$ cat src/sv/sve_pkg.sv
// ----------------------------------------------------------------------------
// sve_pkg: shared types and constants of the shadow volume index emitter
// Item, result, configuration and job types; register codes; mesh limits.
// ----------------------------------------------------------------------------
package sve_pkg;

  localparam int MAX_FACES    = 65536;
  localparam int MAX_VERTICES = 32768;
  localparam int FACE_AW      = (MAX_FACES > 1) ? $clog2(MAX_FACES) : 1;
  localparam int IDX_W        = 16;
  localparam int CAP_COUNT    = 6;
  localparam int TRI          = 3;
  localparam int CNT_W        = $clog2(CAP_COUNT + 1);
  localparam int REG_IDX_W    = 3;

  localparam logic [REG_IDX_W-1:0] REG_LIGHT_X      = 3'd0;
  localparam logic [REG_IDX_W-1:0] REG_LIGHT_Y      = 3'd1;
  localparam logic [REG_IDX_W-1:0] REG_LIGHT_Z      = 3'd2;
  localparam logic [REG_IDX_W-1:0] REG_LIGHT_W      = 3'd3;
  localparam logic [REG_IDX_W-1:0] REG_VERTEX_COUNT = 3'd4;

  localparam logic ACT_FACE = 1'b0;
  localparam logic ACT_EDGE = 1'b1;

  typedef struct packed {
    logic                    action;
    logic [IDX_W-1:0]        face_index;
    logic signed [15:0]      normal_x;
    logic signed [15:0]      normal_y;
    logic signed [15:0]      normal_z;
    logic signed [15:0]      vert_x;
    logic signed [15:0]      vert_y;
    logic signed [15:0]      vert_z;
    logic [IDX_W-1:0]        corner_a;
    logic [IDX_W-1:0]        corner_b;
    logic [IDX_W-1:0]        corner_c;
    logic [IDX_W-1:0]        neighbor_face;
  } sve_item_t;

  typedef struct packed {
    logic [IDX_W-1:0] vertex_index;
    logic             last;
  } sve_result_t;

  typedef struct packed {
    logic signed [15:0] light_x;
    logic signed [15:0] light_y;
    logic signed [15:0] light_z;
    logic signed [15:0] light_w;
    logic [IDX_W-1:0]   vertex_count;
  } sve_cfg_t;

  typedef struct packed {
    logic             valid;
    logic             action;
    logic             front;
    logic             face_front;
    logic             nb_front;
    logic [IDX_W-1:0] a;
    logic [IDX_W-1:0] b;
    logic [IDX_W-1:0] c;
  } sve_job_t;

endpackage

$ cat src/sv/sve_ifs.sv


interface sve_result_if;
  import sve_pkg::*;
  logic        valid;
  logic        ready;
  sve_result_t data;
  modport source (output valid, output data, input ready);
  modport sink (input valid, input data, output ready);
endinterface

$ cat src/sv/sve_emit.sv
// ----------------------------------------------------------------------------
// sve_emit: index sequencer
// Builds the six cap or side indices of a job and shifts them out one item
// per cycle while the result is ready; the head tap is the output register.
// ----------------------------------------------------------------------------
module sve_emit (
  input  logic               clk,
  input  logic               rst,
  input  sve_pkg::sve_job_t  job,
  input  sve_pkg::sve_cfg_t  cfg,
  output logic               take,
  sve_result_if.source       result
);
  import sve_pkg::*;

  logic [CNT_W-1:0] cnt;
  logic [IDX_W-1:0] idx      [CAP_COUNT];
  logic [IDX_W-1:0] idx_next [CAP_COUNT];
  logic             emits;
  logic             is_open;
  logic             beat;
  logic [IDX_W-1:0] p, q, s1, s2;

  assign beat    = result.valid && result.ready;
  assign is_open = job.c >= cfg.vertex_count;

  always_comb begin
    p = job.front ? job.b : job.c;
    q = job.front ? job.c : job.b;
    s1 = job.face_front ? job.a : job.b;
    s2 = job.face_front ? job.b : job.a;
    if (job.action == ACT_FACE) begin
      emits       = 1'b1;
      idx_next[0] = job.a;
      idx_next[1] = p;
      idx_next[2] = q;
      idx_next[TRI] = cfg.vertex_count + job.a;
      idx_next[4] = cfg.vertex_count + q;
      idx_next[5] = cfg.vertex_count + p;
    end else begin
      emits       = is_open || (job.face_front != job.nb_front);
      idx_next[0] = s1;
      idx_next[1] = cfg.vertex_count + s1;
      idx_next[2] = s2;
      idx_next[TRI] = s2;
      idx_next[4] = cfg.vertex_count + s1;
      idx_next[5] = cfg.vertex_count + s2;
    end
  end

  assign take = job.valid &&
                (!emits || cnt == '0 || (cnt == CNT_W'(1) && result.ready));

  always_ff @(posedge clk) begin
    if (rst) begin
      cnt <= '0;
    end else if (take && emits) begin
      cnt <= CNT_W'(CAP_COUNT);
    end else if (beat) begin
      cnt <= cnt - CNT_W'(1);
    end
  end

  always_ff @(posedge clk) begin
    if (take && emits) begin
      for (int i = 0; i < CAP_COUNT; i++) begin
        idx[i] <= idx_next[i];
      end
    end else if (beat) begin
      for (int i = 0; i < CAP_COUNT - 1; i++) begin
        idx[i] <= idx[i + 1];
      end
    end
  end

  assign result.valid             = cnt != '0;
  assign result.data.vertex_index = idx[0];
  assign result.data.last         = cnt == CNT_W'(1);

  a_cnt_range: assert property (@(posedge clk) disable iff (rst)
    cnt <= CNT_W'(CAP_COUNT))
    else $error("index count out of range");
  a_load_when_free: assert property (@(posedge clk) disable iff (rst)
    take && emits |-> cnt == '0 || (cnt == CNT_W'(1) && beat))
    else $error("job loaded over pending indices");
  a_load_full: assert property (@(posedge clk) disable iff (rst)
    take && emits |=> cnt == CNT_W'(CAP_COUNT) && result.valid)
    else $error("loaded job not presented");

endmodule

$ cat src/flat_wrapper.sv
// flat-port wrapper written by rule: the top's interface ports become plain ports
module sve_emit_flat import sve_pkg::*;
  (clk, rst, job, cfg, take, result_valid, result_data, result_ready);
  sve_result_if result_i ();
  input  logic clk;
  input  logic rst;
  input  sve_pkg::sve_job_t job;
  input  sve_pkg::sve_cfg_t cfg;
  output logic take;
  output wire logic [$bits(result_i.valid)-1:0] result_valid;
  output wire logic [$bits(result_i.data)-1:0] result_data;
  input wire logic [$bits(result_i.ready)-1:0] result_ready;
  assign result_valid = result_i.valid;
  assign result_data = result_i.data;
  assign result_i.ready = result_ready;
  sve_emit u_core (.clk(clk), .rst(rst), .job(job), .cfg(cfg), .take(take), .result(result_i));
endmodule
$ cat config.mk
export PLATFORM = sky130hd
export DESIGN_NAME = sve_emit_flat
export DESIGN_NICKNAME = d
export VERILOG_FILES = /design/src/sv/sve_pkg.sv /design/src/sv/sve_ifs.sv /design/src/sv/sve_emit.sv /design/src/flat_wrapper.sv
export SDC_FILE = /design/constraint.sdc
export NUM_CORES = 1
export LEC_CHECK = 0
export ABC_AREA = 0
export BUFFER_PORTS_ARGS = -buffer_cell sky130_fd_sc_hd__buf_2
export CAP_MARGIN = 20
export CORE_ASPECT_RATIO = 0.5
export CORE_MARGIN = 2
export CORE_UTILIZATION = 57
export CTS_BUF_LIST = sky130_fd_sc_hd__clkbuf_16
export CTS_CLUSTER_DIAMETER = 200
export DETAILED_ROUTE_END_ITERATION = 7
export HOLD_SLACK_MARGIN = 0.02
export PLACE_DENSITY = 0.87
export SYNTH_ARGS = -nofsm -noshare
export SYNTH_HDL_FRONTEND = slang
export SYNTH_SLANG_ARGS = --single-unit
$ cat constraint.sdc
create_clock -name clk -period 5.55 [get_ports clk]
set_input_delay 0.8325 -clock clk [delete_from_list [all_inputs] [get_ports clk]]
set_output_delay 0.8325 -clock clk [all_outputs]
set_load 0.01 [all_outputs]
==> results.json <==
{
  "status": "completed",
  "post-dp-hpwl_um": 16710,
  "worst_pin_slew_ns": 0.9321,
  "seq_area_frac_synth_pct": 34.72,
  "synth-edff-count": 96,
  "die_h_um": 90.23,
  "critical_path_class": "primary input to register",
  "post-route-min-period_ns": 4.366,
  "rows": 31,
  "syn_inst": 921,
  "utilization_pct": 64.29,
  "antenna_found_initial": 1,
  "ys_seq_elements": 99,
  "p_total_mw": 3.718,
  "ios": 155,
  "vdd.ir_drop.worst_uv": 247.0,
  "crit_fanout": 16,
  "area_delta_synth_final_pct": 10.02,
  "clk_path_buf_depth": 2,
  "htreeDepth": 3,
  "fin_nets": 1197,
  "clk_pin_slew_ns": 0.08,
  "drt-wirelength-per-cell_um": 19.11,
  "maxCapViolCount": 0,
  "cp.arrival_ns": 4.43,
  "syn_avg_cell_area_sq_um": 9.204,
  "cp.required_ns": 5.62,
  "drive_gt1_share_pct": 18.01,
  "synth_nets": 1140,
  "cts_tree": "yes",
  "core_sq_mm": 0.01451,
  "r2r_cells": 8,
  "rsz0062_at_grt": "no",
  "synth-warning-count": 0,
  "r2r_slack_ns": 2.67,
  "period_share_pct": 78.66,
  "ant_nets": 0,
  "wl_um": 22570,
  "p_per_area_mw_per_mm2": 398.6,
  "hp-class": "register to register",
  "relSlewSlack_pct": 37.79,
  "yosys.area.top_type_share_pct": 34.01,
  "synth_most_common_cell": "nand2_1",
  "vias": 7363,
  "fin_setup_tns_ns": 0,
  "synth_top_flop_cell": "edfxtp_1",
  "fin_hold_ws_ns": 0.5313,
  "cts-root-buf": "clkbuf_16",
  "synth_top_cells_by_count": "105 x nand2_1, 96 x edfxtp_1, 83 x nor2_1",
  "port_buffers": 90,
  "cts_made_buffers": 9,
  "grt_pass1_wl_um": 35730,
  "dieArea_sq_mm": 0.01592,
  "initial_core_util_pct": 58.44,
  "drc": 0,
  "netlist_area_sq_mm": 0.008477,
  "track_usage_pct": 28.41,
  "cts-hold-fix-buffers": 0,
  "p_leak_nw": 3.916,
  "setup_violations": 0,
  "worst_setup_path_end_kind": "register",
  "grt_overflow": 0,
  "synth.largest_area_cell": "edfxtp_1",
  "place_congestion": 0.9257,
  "fmax_ghz": 0.2291,
  "grt_pass1_vias": 6942,
  "post-cts-setup-buffers": 0,
  "synth.distinct_cells": 52,
  "synth_area_leaders": "edfxtp_1 34%, ha_1 12%, mux2_2 6.6%, nand2_1 4.6%, nor2_1 3.7%",
  "cts_resized": 0,
  "antenna_cells": 0,
  "hold_viol_final": 0,
  "clock-sinks": 99,
  "die_w_um": 176.5,
  "grt_max_degree": 91,
  "clk_latency_ns": 0.36,
  "async_reset_ff_share_pct": 0,
  "skew_ns": 0.006084,
  "firstDrtPassIters": 6,
  "drv_slew": 0,
  "vias_per_cell": 6.235,
  "drt_iter0_drc": 774,
  "start_kind": "primary input",
  "hold_depth": 2
}
-- power breakdown --
group,internal (mW),total (mW),switching (mW)
clock,0.354,0.664,0.310
sequential,1.39,1.49,0.0979
combinational,0.564,1.56,0.999
-- metal layers --
layer  global-route usage [%]  wire (um)
met5                        0         13
met4                    7.713        422
met3                    5.795       1825
met2                    43.59       9964
met1                    40.83      10340
-- worst paths after layout --
| kind | start | end |
|---|---|---|
| worst max-delay path | job[49] | u_core.idx[0][79]$_DFFE_PP_ |
| worst min register to register | u_core.idx[0][35]$_DFFE_PP_ | u_core.idx[0][19]$_DFFE_PP_ |
| worst min-delay path | u_core.idx[0][35]$_DFFE_PP_ | u_core.idx[0][19]$_DFFE_PP_ |
| worst max register to register | u_core.cnt[1]$_SDFFE_PP0P_ | u_core.idx[0][69]$_DFFE_PP_ |
-- state kept, by name, summed over array words and instances, names as in the netlist --
register / cells
u_core.idx: 96
u_core.cnt: 3
-- cell usage in the layout (no fill, tap or decap), drive strengths merged, types with 3 or more instances in the layout --
cell     Yosys  routed
nor3        14      14
o211ai      20      20
nand2      105     105
clkinv       0       3
nand2b       9       9
nand3       13      13
xor2        14      14
xnor2       31      31
mux2i       31      31
a21oi       53      53
o21a        27      27
and4         3       3
a31oi       38      38
dfxtp        3       3
edfxtp      96      96
a211oi       8       8
o21bai       5       5
a21o        15      15
ha          79      79
nor2b        8       8
and3         4       4
nand3b       3       3
clkbuf      27       9
o22a         3       3
nor2        83      83
or3         13      13
fa           4       4
mux2        50      50
buf         28     101
inv         42      44
a2111oi      3       3
o21ai       65      65
-- final cells by class --
cell class                 instances  area, sq um
sequential                        99         2943
timing repair buffer             101        553.0
inverter                          42        157.7
tap                              198        247.7
fill                            1199         5180
clock buffer                       9        225.2
multi-input combinational        725         5125
clock inverter                     7        75.07
-- through the flow --
step           setup WS [ns]  area [sq um]  instances
6_report               1.184          9326       1181
2_1_floorplan         0.9864          8477        921
4_1_cts                1.356          9299       1180
5_1_grt               0.9398          9326       1181
3_5_place_dp           1.009          8999       1164
3_3_place_gp           1.080          8999       1164
-- kinds of logic after synthesis --
logic type | Yosys count | synth area share, %
compound gates | 256 | 19.22
buf+inv | 97 | 5.137
flops | 99 | 34.72
xor+xnor | 45 | 4.649
mux | 81 | 10.30
simple gates | 260 | 13.37
fa+ha+maj | 83 | 12.61
-- critical path, stage by stage --
cell	delay (ns)
buf_2	0.41
mux2i_1	0.38
inv_1	0.08
ha_1	0.29
a211oi_1	0.57
o21ai_0	0.22
a31oi_1	0.46
o21ai_0	0.30
nand2_1	0.18
a2111oi_2	0.11
mux2i_1	0.14
o21ai_0	0.33
a31oi_1	0.13
Power figures use the tool's default switching activity.
